$ cat config.mk
export PLATFORM = sky130hd
export DESIGN_NAME = preemptive_priority_scheduler
export DESIGN_NICKNAME = d
export VERILOG_FILES = /design/src/hw/rtl/pps_pkg.sv /design/src/hw/rtl/preemptive_priority_scheduler.sv /design/src/hw/rtl/pps_ctrl.sv /design/src/hw/rtl/pps_dpath.sv
export SDC_FILE = /design/constraint.sdc
export NUM_CORES = 2
export LEC_CHECK = 0
export BUFFER_PORTS_ARGS = -buffer_cell sky130_fd_sc_hd__buf_4
export CAP_MARGIN = 20
export CORE_ASPECT_RATIO = 1.4
export CORE_MARGIN = 5
export CORE_UTILIZATION = 45
export CTS_BUF_LIST = sky130_fd_sc_hd__clkbuf_16
export CTS_CLUSTER_DIAMETER = 150
export CTS_CLUSTER_SIZE = 14
export DETAILED_ROUTE_END_ITERATION = 16
export GPL_ROUTABILITY_DRIVEN = 0
export SKIP_LAST_GASP = 1
export SLEW_MARGIN = 30
export SYNTH_ARGS = -nofsm -noshare
export SYNTH_HDL_FRONTEND = slang
export SYNTH_SLANG_ARGS = --single-unit
$ cat constraint.sdc
create_clock -name aclk -period 8.56 [get_ports aclk]
set_input_delay 1.284 -clock aclk [delete_from_list [all_inputs] [get_ports aclk]]
set_output_delay 1.284 -clock aclk [all_outputs]
set_load 0.01 [all_outputs]
$ cat src/hw/rtl/pps_pkg.sv
// pps_pkg: shared types and constants of the preemptive priority scheduler
// used by pps_ctrl, pps_dpath and preemptive_priority_scheduler

package pps_pkg;

    // fixed field widths
    localparam int unsigned TIME_W   = 16;
    localparam int unsigned PRIO_W   = 8;
    localparam int unsigned CLOCK_W  = 24;
    localparam int unsigned SUM_W    = 28;
    localparam int unsigned PID_W    = 5;
    localparam int unsigned STATUS_W = 2;
    localparam int unsigned S_DATA_W = 40;
    localparam int unsigned M_DATA_W = 160;

    localparam logic [CLOCK_W-1:0] CLOCK_MAX = {CLOCK_W{1'b1}};
    localparam logic [SUM_W-1:0]   SUM_MAX   = {SUM_W{1'b1}};

    // operation codes carried on s_tuser
    localparam logic OP_LOAD = 1'b0;
    localparam logic OP_TICK = 1'b1;

    // result status codes carried on m_tuser
    localparam logic [STATUS_W-1:0] ST_LOADED   = 2'd0;
    localparam logic [STATUS_W-1:0] ST_REJECTED = 2'd1;
    localparam logic [STATUS_W-1:0] ST_RAN      = 2'd2;
    localparam logic [STATUS_W-1:0] ST_IDLE_RES = 2'd3;

    // one process table entry
    typedef struct packed {
        logic [PRIO_W-1:0] prio;
        logic [TIME_W-1:0] burst;
        logic [TIME_W-1:0] remain;
        logic [TIME_W-1:0] arrival;
    } entry_t;

    // controller to datapath commands
    typedef struct packed {
        logic start;     // capture input item, clear per-item state
        logic load_wr;   // store a new process or reject it
        logic scan_rd;   // issue one table read for the priority scan
        logic update;    // advance time, service the picked process
        logic calc_tat;  // turnaround of a finished process
        logic calc_wt;   // waiting time and turnaround total
        logic calc_sum;  // waiting total
        logic out_load;  // move the result into the output register
    } cmd_t;

    // datapath to controller status
    typedef struct packed {
        logic empty;     // no process loaded
        logic scan_last; // current scan read is the last loaded entry
        logic out_free;  // output register can take a result
    } stat_t;

endpackage

$ cat src/hw/rtl/preemptive_priority_scheduler.sv
// Preemptive priority scheduler over a table of up to MAX_PROCS processes. A load
// transfer (s_tuser 0) stores arrival, burst and priority under the next id; a
// tick transfer (s_tuser 1) scans the loaded entries one per cycle through the
// single read port of the process table. Each input transfer gives one result
// transfer. A new item is taken while a result still waits in the output
// register. Time and running totals saturate at their field maximum.
// depends on pps_pkg, pps_ctrl and pps_dpath

module preemptive_priority_scheduler #(
    parameter int unsigned MAX_PROCS = 16
) (
    input  logic                           aclk,
    input  logic                           aresetn,
    input  logic                           s_tvalid,
    output logic                           s_tready,
    // arrival_time[15:0], burst_time[31:16], prio_level[39:32]
    input  logic [pps_pkg::S_DATA_W-1:0]   s_tdata,
    // op[0]
    input  logic                           s_tuser,
    output logic                           m_tvalid,
    input  logic                           m_tready,
    // proc_id[4:0], time_now[28:5], finished[29], completion_time[53:30],
    // turnaround[77:54], waiting[101:78], all_done[102],
    // total_turnaround[130:103], total_waiting[158:131], zero pad[159]
    output logic [pps_pkg::M_DATA_W-1:0]   m_tdata,
    // status[1:0]
    output logic [pps_pkg::STATUS_W-1:0]   m_tuser
);

    pps_pkg::cmd_t  cmd;
    pps_pkg::stat_t stat;

    // sequencer
    pps_ctrl u_ctrl (
        .aclk     (aclk),
        .aresetn  (aresetn),
        .s_tvalid (s_tvalid),
        .s_op     (s_tuser),
        .s_tready (s_tready),
        .stat     (stat),
        .cmd      (cmd)
    );

    // table, scan and arithmetic
    pps_dpath #(
        .MAX_PROCS (MAX_PROCS)
    ) u_dpath (
        .aclk     (aclk),
        .aresetn  (aresetn),
        .cmd      (cmd),
        .stat     (stat),
        .s_tdata  (s_tdata),
        .m_tvalid (m_tvalid),
        .m_tready (m_tready),
        .m_tdata  (m_tdata),
        .m_tuser  (m_tuser)
    );

endmodule

$ cat src/hw/rtl/pps_ctrl.sv
// pps_ctrl: sequencing state machine of the priority scheduler
// depends on pps_pkg for command and status types

module pps_ctrl (
    input  logic           aclk,
    input  logic           aresetn,
    input  logic           s_tvalid,
    input  logic           s_op,
    output logic           s_tready,
    input  pps_pkg::stat_t stat,
    output pps_pkg::cmd_t  cmd
);

    typedef enum logic [8:0] {
        S_IDLE  = 9'b000000001,
        S_LOAD  = 9'b000000010,
        S_SCAN  = 9'b000000100,
        S_DRAIN = 9'b000001000,
        S_UPD   = 9'b000010000,
        S_TAT   = 9'b000100000,
        S_WT    = 9'b001000000,
        S_SUM   = 9'b010000000,
        S_OUT   = 9'b100000000
    } state_t;

    state_t state_reg, state_next;
    logic   accept;

    assign s_tready = (state_reg == S_IDLE);
    assign accept   = s_tvalid & s_tready;

    // next state and commands
    always_comb begin
        state_next = state_reg;
        cmd        = '0;
        unique case (state_reg)
            S_IDLE: begin
                if (accept) begin
                    cmd.start = 1'b1;
                    if (s_op == pps_pkg::OP_LOAD) begin
                        state_next = S_LOAD;
                    end else if (stat.empty) begin
                        state_next = S_UPD;
                    end else begin
                        state_next = S_SCAN;
                    end
                end
            end
            S_LOAD: begin
                cmd.load_wr = 1'b1;
                state_next  = S_OUT;
            end
            S_SCAN: begin
                cmd.scan_rd = 1'b1;
                if (stat.scan_last) begin
                    state_next = S_DRAIN;
                end
            end
            S_DRAIN: begin
                state_next = S_UPD;
            end
            S_UPD: begin
                cmd.update = 1'b1;
                state_next = S_TAT;
            end
            S_TAT: begin
                cmd.calc_tat = 1'b1;
                state_next   = S_WT;
            end
            S_WT: begin
                cmd.calc_wt = 1'b1;
                state_next  = S_SUM;
            end
            S_SUM: begin
                cmd.calc_sum = 1'b1;
                state_next   = S_OUT;
            end
            S_OUT: begin
                if (stat.out_free) begin
                    cmd.out_load = 1'b1;
                    state_next   = S_IDLE;
                end
            end
            default: begin
                state_next = S_IDLE;
            end
        endcase
    end

    // state register
    always_ff @(posedge aclk) begin
        if (!aresetn) begin
            state_reg <= S_IDLE;
        end else begin
            state_reg <= state_next;
        end
    end

endmodule

$ cat src/hw/rtl/pps_dpath.sv
// pps_dpath: process table memory, priority scan, time and totals arithmetic
// depends on pps_pkg for entry, command and status types

module pps_dpath #(
    parameter int unsigned MAX_PROCS = 16
) (
    input  logic                               aclk,
    input  logic                               aresetn,
    input  pps_pkg::cmd_t                      cmd,
    output pps_pkg::stat_t                     stat,
    input  logic [pps_pkg::S_DATA_W-1:0]       s_tdata,
    output logic                               m_tvalid,
    input  logic                               m_tready,
    output logic [pps_pkg::M_DATA_W-1:0]       m_tdata,
    output logic [pps_pkg::STATUS_W-1:0]       m_tuser
);

    localparam int unsigned CNT_W = $clog2(MAX_PROCS + 1);
    localparam int unsigned IDX_W = (MAX_PROCS > 1) ? $clog2(MAX_PROCS) : 1;
    localparam int unsigned TW    = pps_pkg::TIME_W;
    localparam int unsigned CW    = pps_pkg::CLOCK_W;
    localparam int unsigned SW    = pps_pkg::SUM_W;

    // process table
    pps_pkg::entry_t mem [MAX_PROCS];
    logic            mem_we;
    logic [IDX_W-1:0] mem_waddr;
    pps_pkg::entry_t mem_wdata;

    // captured input item
    logic [TW-1:0]             arr_in_reg;
    logic [TW-1:0]             burst_in_reg;
    logic [pps_pkg::PRIO_W-1:0] prio_in_reg;

    // block state
    logic [CNT_W-1:0] loaded_reg;
    logic [CNT_W-1:0] completed_reg;
    logic [CW-1:0]    time_reg;
    logic [SW-1:0]    sum_tat_reg;
    logic [SW-1:0]    sum_wt_reg;

    // scan pipeline
    logic [CNT_W-1:0] rd_idx_reg;
    logic             rd_vld_reg;
    logic [IDX_W-1:0] rd_ent_reg;
    pps_pkg::entry_t  rd_data_reg;
    logic             found_reg;
    logic [IDX_W-1:0] best_idx_reg;
    pps_pkg::entry_t  best_reg;

    // result of the item
    logic [pps_pkg::STATUS_W-1:0] res_status_reg;
    logic [pps_pkg::PID_W-1:0]    res_id_reg;
    logic                         res_fin_reg;
    logic [CW-1:0]                res_ct_reg;
    logic [CW-1:0]                res_tat_reg;
    logic [CW-1:0]                res_wt_reg;

    // output register
    logic                          m_tvalid_reg;
    logic [pps_pkg::M_DATA_W-1:0]  m_tdata_reg;
    logic [pps_pkg::STATUS_W-1:0]  m_tuser_reg;

    logic                          full;
    logic                          eligible;
    logic                          better;
    logic [CW-1:0]                 time_inc;
    logic [TW-1:0]                 remain_dec;
    logic [SW:0]                   sum_tat_add;
    logic [SW:0]                   sum_wt_add;
    logic                          all_done;
    logic [pps_pkg::M_DATA_W-1:0]  res_pack;

    assign full = (loaded_reg == CNT_W'(MAX_PROCS));

    // status toward the controller
    assign stat.empty     = (loaded_reg == '0);
    assign stat.scan_last = ((rd_idx_reg + CNT_W'(1)) == loaded_reg);
    assign stat.out_free  = ~m_tvalid_reg | m_tready;

    // scan compare: arrived, unfinished, and more urgent than the best so far
    assign eligible = (CW'(rd_data_reg.arrival) <= time_reg) && (rd_data_reg.remain != '0);
    assign better   = !found_reg
                   || (rd_data_reg.prio < best_reg.prio)
                   || ((rd_data_reg.prio == best_reg.prio)
                       && (rd_data_reg.arrival < best_reg.arrival));

    assign time_inc   = (time_reg == pps_pkg::CLOCK_MAX) ? time_reg : time_reg + CW'(1);
    assign remain_dec = best_reg.remain - TW'(1);

    assign sum_tat_add = {1'b0, sum_tat_reg} + (SW + 1)'(res_tat_reg);
    assign sum_wt_add  = {1'b0, sum_wt_reg} + (SW + 1)'(res_wt_reg);

    // table write port: new process on load, serviced process on update
    always_comb begin
        mem_we    = 1'b0;
        mem_waddr = best_idx_reg;
        mem_wdata = best_reg;
        if (cmd.load_wr) begin
            mem_we            = !full;
            mem_waddr         = loaded_reg[IDX_W-1:0];
            mem_wdata.prio    = prio_in_reg;
            mem_wdata.burst   = burst_in_reg;
            mem_wdata.remain  = burst_in_reg;
            mem_wdata.arrival = arr_in_reg;
        end else if (cmd.update) begin
            mem_we           = found_reg;
            mem_wdata.remain = remain_dec;
        end
    end

    always_ff @(posedge aclk) begin
        if (mem_we) begin
            mem[mem_waddr] <= mem_wdata;
        end
    end

    // table read port for the scan
    always_ff @(posedge aclk) begin
        rd_data_reg <= mem[rd_idx_reg[IDX_W-1:0]];
        rd_ent_reg  <= rd_idx_reg[IDX_W-1:0];
    end

    // input capture, zero burst counts as one unit
    always_ff @(posedge aclk) begin
        if (cmd.start) begin
            arr_in_reg   <= s_tdata[TW-1:0];
            burst_in_reg <= (s_tdata[2*TW-1:TW] == '0) ? TW'(1) : s_tdata[2*TW-1:TW];
            prio_in_reg  <= s_tdata[2*TW+pps_pkg::PRIO_W-1:2*TW];
        end
    end

    // scan index, read valid and best candidate
    always_ff @(posedge aclk) begin
        if (!aresetn) begin
            rd_idx_reg <= '0;
            rd_vld_reg <= 1'b0;
            found_reg  <= 1'b0;
        end else begin
            rd_vld_reg <= cmd.scan_rd;
            if (cmd.start) begin
                rd_idx_reg <= '0;
                found_reg  <= 1'b0;
            end else begin
                if (cmd.scan_rd) begin
                    rd_idx_reg <= rd_idx_reg + CNT_W'(1);
                end
                if (rd_vld_reg && eligible && better) begin
                    found_reg <= 1'b1;
                end
            end
        end
    end

    always_ff @(posedge aclk) begin
        if (rd_vld_reg && eligible && better) begin
            best_idx_reg <= rd_ent_reg;
            best_reg     <= rd_data_reg;
        end
    end

    // counts, time and totals
    always_ff @(posedge aclk) begin
        if (!aresetn) begin
            loaded_reg    <= '0;
            completed_reg <= '0;
            time_reg      <= '0;
            sum_tat_reg   <= '0;
            sum_wt_reg    <= '0;
        end else begin
            if (cmd.load_wr && !full) begin
                loaded_reg <= loaded_reg + CNT_W'(1);
            end
            if (cmd.update) begin
                time_reg <= time_inc;
                if (found_reg && (remain_dec == '0)) begin
                    completed_reg <= completed_reg + CNT_W'(1);
                end
            end
            if (cmd.calc_wt && res_fin_reg) begin
                sum_tat_reg <= sum_tat_add[SW] ? pps_pkg::SUM_MAX : sum_tat_add[SW-1:0];
            end
            if (cmd.calc_sum && res_fin_reg) begin
                sum_wt_reg <= sum_wt_add[SW] ? pps_pkg::SUM_MAX : sum_wt_add[SW-1:0];
            end
        end
    end

    // per-item result fields
    always_ff @(posedge aclk) begin
        if (cmd.start) begin
            res_status_reg <= pps_pkg::ST_IDLE_RES;
            res_id_reg     <= '0;
            res_fin_reg    <= 1'b0;
            res_ct_reg     <= '0;
            res_tat_reg    <= '0;
            res_wt_reg     <= '0;
        end
        if (cmd.load_wr) begin
            if (full) begin
                res_status_reg <= pps_pkg::ST_REJECTED;
            end else begin
                res_status_reg <= pps_pkg::ST_LOADED;
                res_id_reg     <= pps_pkg::PID_W'(loaded_reg + CNT_W'(1));
            end
        end
        if (cmd.update && found_reg) begin
            res_status_reg <= pps_pkg::ST_RAN;
            res_id_reg     <= pps_pkg::PID_W'(CNT_W'(best_idx_reg) + CNT_W'(1));
            if (remain_dec == '0) begin
                res_fin_reg <= 1'b1;
                res_ct_reg  <= time_inc;
            end
        end
        if (cmd.calc_tat && res_fin_reg) begin
            res_tat_reg <= res_ct_reg - CW'(best_reg.arrival);
        end
        if (cmd.calc_wt && res_fin_reg) begin
            res_wt_reg <= (res_tat_reg >= CW'(best_reg.burst))
                        ? res_tat_reg - CW'(best_reg.burst) : '0;
        end
    end

    // pack the result, lowest field first
    assign all_done = (completed_reg == loaded_reg);
    assign res_pack = {1'b0, sum_wt_reg, sum_tat_reg, all_done, res_wt_reg,
                       res_tat_reg, res_ct_reg, res_fin_reg, time_reg, res_id_reg};

    // output register
    always_ff @(posedge aclk) begin
        if (!aresetn) begin
            m_tvalid_reg <= 1'b0;
        end else if (cmd.out_load) begin
            m_tvalid_reg <= 1'b1;
        end else if (m_tready) begin
            m_tvalid_reg <= 1'b0;
        end
    end

    always_ff @(posedge aclk) begin
        if (cmd.out_load) begin
            m_tdata_reg <= res_pack;
            m_tuser_reg <= res_status_reg;
        end
    end

    assign m_tvalid = m_tvalid_reg;
    assign m_tdata  = m_tdata_reg;
    assign m_tuser  = m_tuser_reg;

endmodule

==> results_dict.tcl <==
set metrics [dict create \
    final-setup-viol-count 0 \
    hpwlAfterDp_mm 86.6 \
    pre_cts_ws_ns 4.39 \
    portBuffers 207 \
    fp.dieH_um 429 \
    syn2layout_area_growth_pct 12.8 \
    syn_inst 3294 \
    crit_type "reg2reg" \
    insertion_delay_ns 0.73 \
    cp_top_family "compound AO/OA/AOI/OAI gates" \
    syn-cell-area_um2 56400 \
    crit_cells 10 \
    yosys.area.top_type_share_pct 64.2 \
    grt_max_degree 100 \
    grt_pass1_vias 30700 \
    ir_worst_vdd_mv 0.173 \
    ant_nets 0 \
    cp_max_fo 16 \
    ys_top_cells_by_count "edfxtp_1 (1205), mux4_2 (280), dfxtp_1 (199)" \
    crit_path_end_kind "flop" \
    setup_tns_ns 0 \
    ys_seq_area_share_pct 71.3 \
    max-cap-violations 0 \
    io_pins 209 \
    cp_num_buf_inv 0 \
    start_kind "flop" \
    antenna_found_initial 3 \
    drt_pre_antenna_iters 7 \
    yosysWarnings 0 \
    rr_worst_depth 10 \
    dp.cells 5075 \
    die_width_um 309 \
    crit_chain "ha_1 -> fa_1 -> a211oi_1 -> o211ai_1 -> a211oi_1 -> o22ai_1 -> o31a_1 -> o21bai_2 -> and2_1 -> a21oi_1" \
    drv_slew 0 \
    postCtsResizedCells 0 \
    n_fill_cell 10200 \
    grt_pass1_wl_mm 202 \
    cts-htree-levels 3 \
    drt_iter0_drc 2289 \
    synth.area.top_cells "edfxtp_1 (64%), mux4_2 (11%), dfxtp_1 (7.1%)" \
    period_share_pct 49.3 \
    cp_slowest_cell "o21bai_2" \
    fin_nets 3738 \
    numCtsBuffers 110 \
    hold_viol 0 \
    ys_ff_latch 1404 \
    clockBufferDepth 3 \
    worstPathRequired_ns 9.15 \
    crit_path_max_incr_delay_ns 0.70 \
    ys.flop_type "edfxtp_1" \
    wl_mm 136 \
    cp_common_cell "a211oi_1" \
    synth.most_common_cell "edfxtp_1" \
    clk_pin_slew_ns 0.07 \
    post-cts-setup-buffers 0 \
    largest_reg_flops 896 \
    fin_skew_ns 0.0341 \
    worst_slack_ns 4.34 \
    arrival_ns 4.81 \
    groute.usage.overall_pct 20.3 \
    drive_gt1_share_pct 21.0 \
    instances_no_fill 5285 \
    overflow 0 \
    power_leakage_uw 0.0212 \
    clock-sinks 1404 \
    yosysTopAreaCell "edfxtp_1" \
    status "finished, final reports clean" \
    core_um2 124000 \
    dieArea_um2 133000 \
    cts_hold_buffers 0 \
    rrSetupSlack_ns 4.34 \
    synth_fp_nets 3470 \
    worst_pin_slew_ns 1.02 \
    finalPower_uw 13400 \
    drc 0 \
    fin_util_pct 51.1 \
    max_clock_freq_mhz 237 \
    finalCriticalPeriod_ns 4.22 \
    async_flop_share_pct 0 \
    synth-edff-count 1205 \
    vias 30200 \
    cts_tree "done" \
    synth_cell_type_count 80 \
    p_per_area_nw_per_um2 211 \
    cts-root-buf "clkbuf_16" \
    fp-row-count 153 \
    syn_area_per_cell_um2 17.1 \
    holdCritPathClass "reg2reg" \
    initial_core_util_pct 45.3 \
    wl_per_cell_um 25.7 \
    relSlewSlack_pct 31.4 \
    vias_per_cell 5.71 \
    worstHoldPathCells 0 \
    rsz0062_at_grt "no" \
]
[where the power goes]
group / internal (uW) / switching (uW)
registers: 7680 / 164
logic: 291 / 597
clock network: 2330 / 2340
[logic make-up (layout without fill, tap and decap cells)]
kind of cell / Yosys count / after routing / synth area share [%]
adder cells (fa/ha/maj): 131 / 131 / 2.96
AND/OR/NAND/NOR: 584 / 584 / 5.02
buffers and inverters: 234 / 597 / 1.63
multiplexers: 286 / 286 / 11.3
XOR/XNOR: 157 / 157 / 2.44
flip-flops: 1404 / 1404 / 71.3
other: 1 / 2 / 0.00665
AO/OA/AOI/OAI: 497 / 497 / 5.40
[per-layer routing]
metal	share of wire, %	routed length [um]	up-vias	track usage, %
met5	0	0	-	0
met1	41	55200	15700	27.0
met4	2.7	3730	0	6.01
li1	-	-	13500	-
met3	4.6	6320	176	2.19
met2	52	70800	780	35.6
[cells in the final DEF (no fill, tap or decap), types with 23 or more instances in the layout]
cell / n
inv_1: 176
nor2_1: 150
nand4_1: 35
a21o_1: 34
clkbuf_16: 110
o21ai_0: 165
xor2_1: 75
nand2_1: 140
edfxtp_1: 1205
a21oi_1: 123
dfxtp_1: 195
a31oi_1: 23
nand3_1: 67
ha_1: 127
buf_4: 289
xnor2_1: 82
nor3_1: 40
mux4_2: 280
[final timing paths]
kind	from	endpoint
min reg2reg	u_dpath.rd_data_reg[34]	u_dpath.best_reg[34]
max reg2reg	u_dpath.res_tat_reg[0]	u_dpath.sum_tat_reg[12]
min	u_dpath.rd_data_reg[34]	u_dpath.best_reg[34]
max	u_dpath.res_tat_reg[0]	u_dpath.sum_tat_reg[12]
[per-stage QoR]
stage,hold WS (ns),instance area (um2)
floorplan,0.329,56400
global placement,0.386,60200
detailed placement,0.389,60300
CTS,0.405,63500
global route,0.412,63600
finish,0.404,63600
[cell type report]
cell class                 count  area (um2)  share of cell area [%]
clock buffer                 110        2750                    4.33
multi-input combinational   1656       15500                    24.4
antenna                        1        2.50                 0.00393
sequential                  1404       40200                    63.2
inverter                      89         334                   0.525
timing repair buffer         301        2370                    3.73
tap                         1627        2040                    3.20
clock inverter                97         437                   0.686
(Power assumes the default switching activity.)
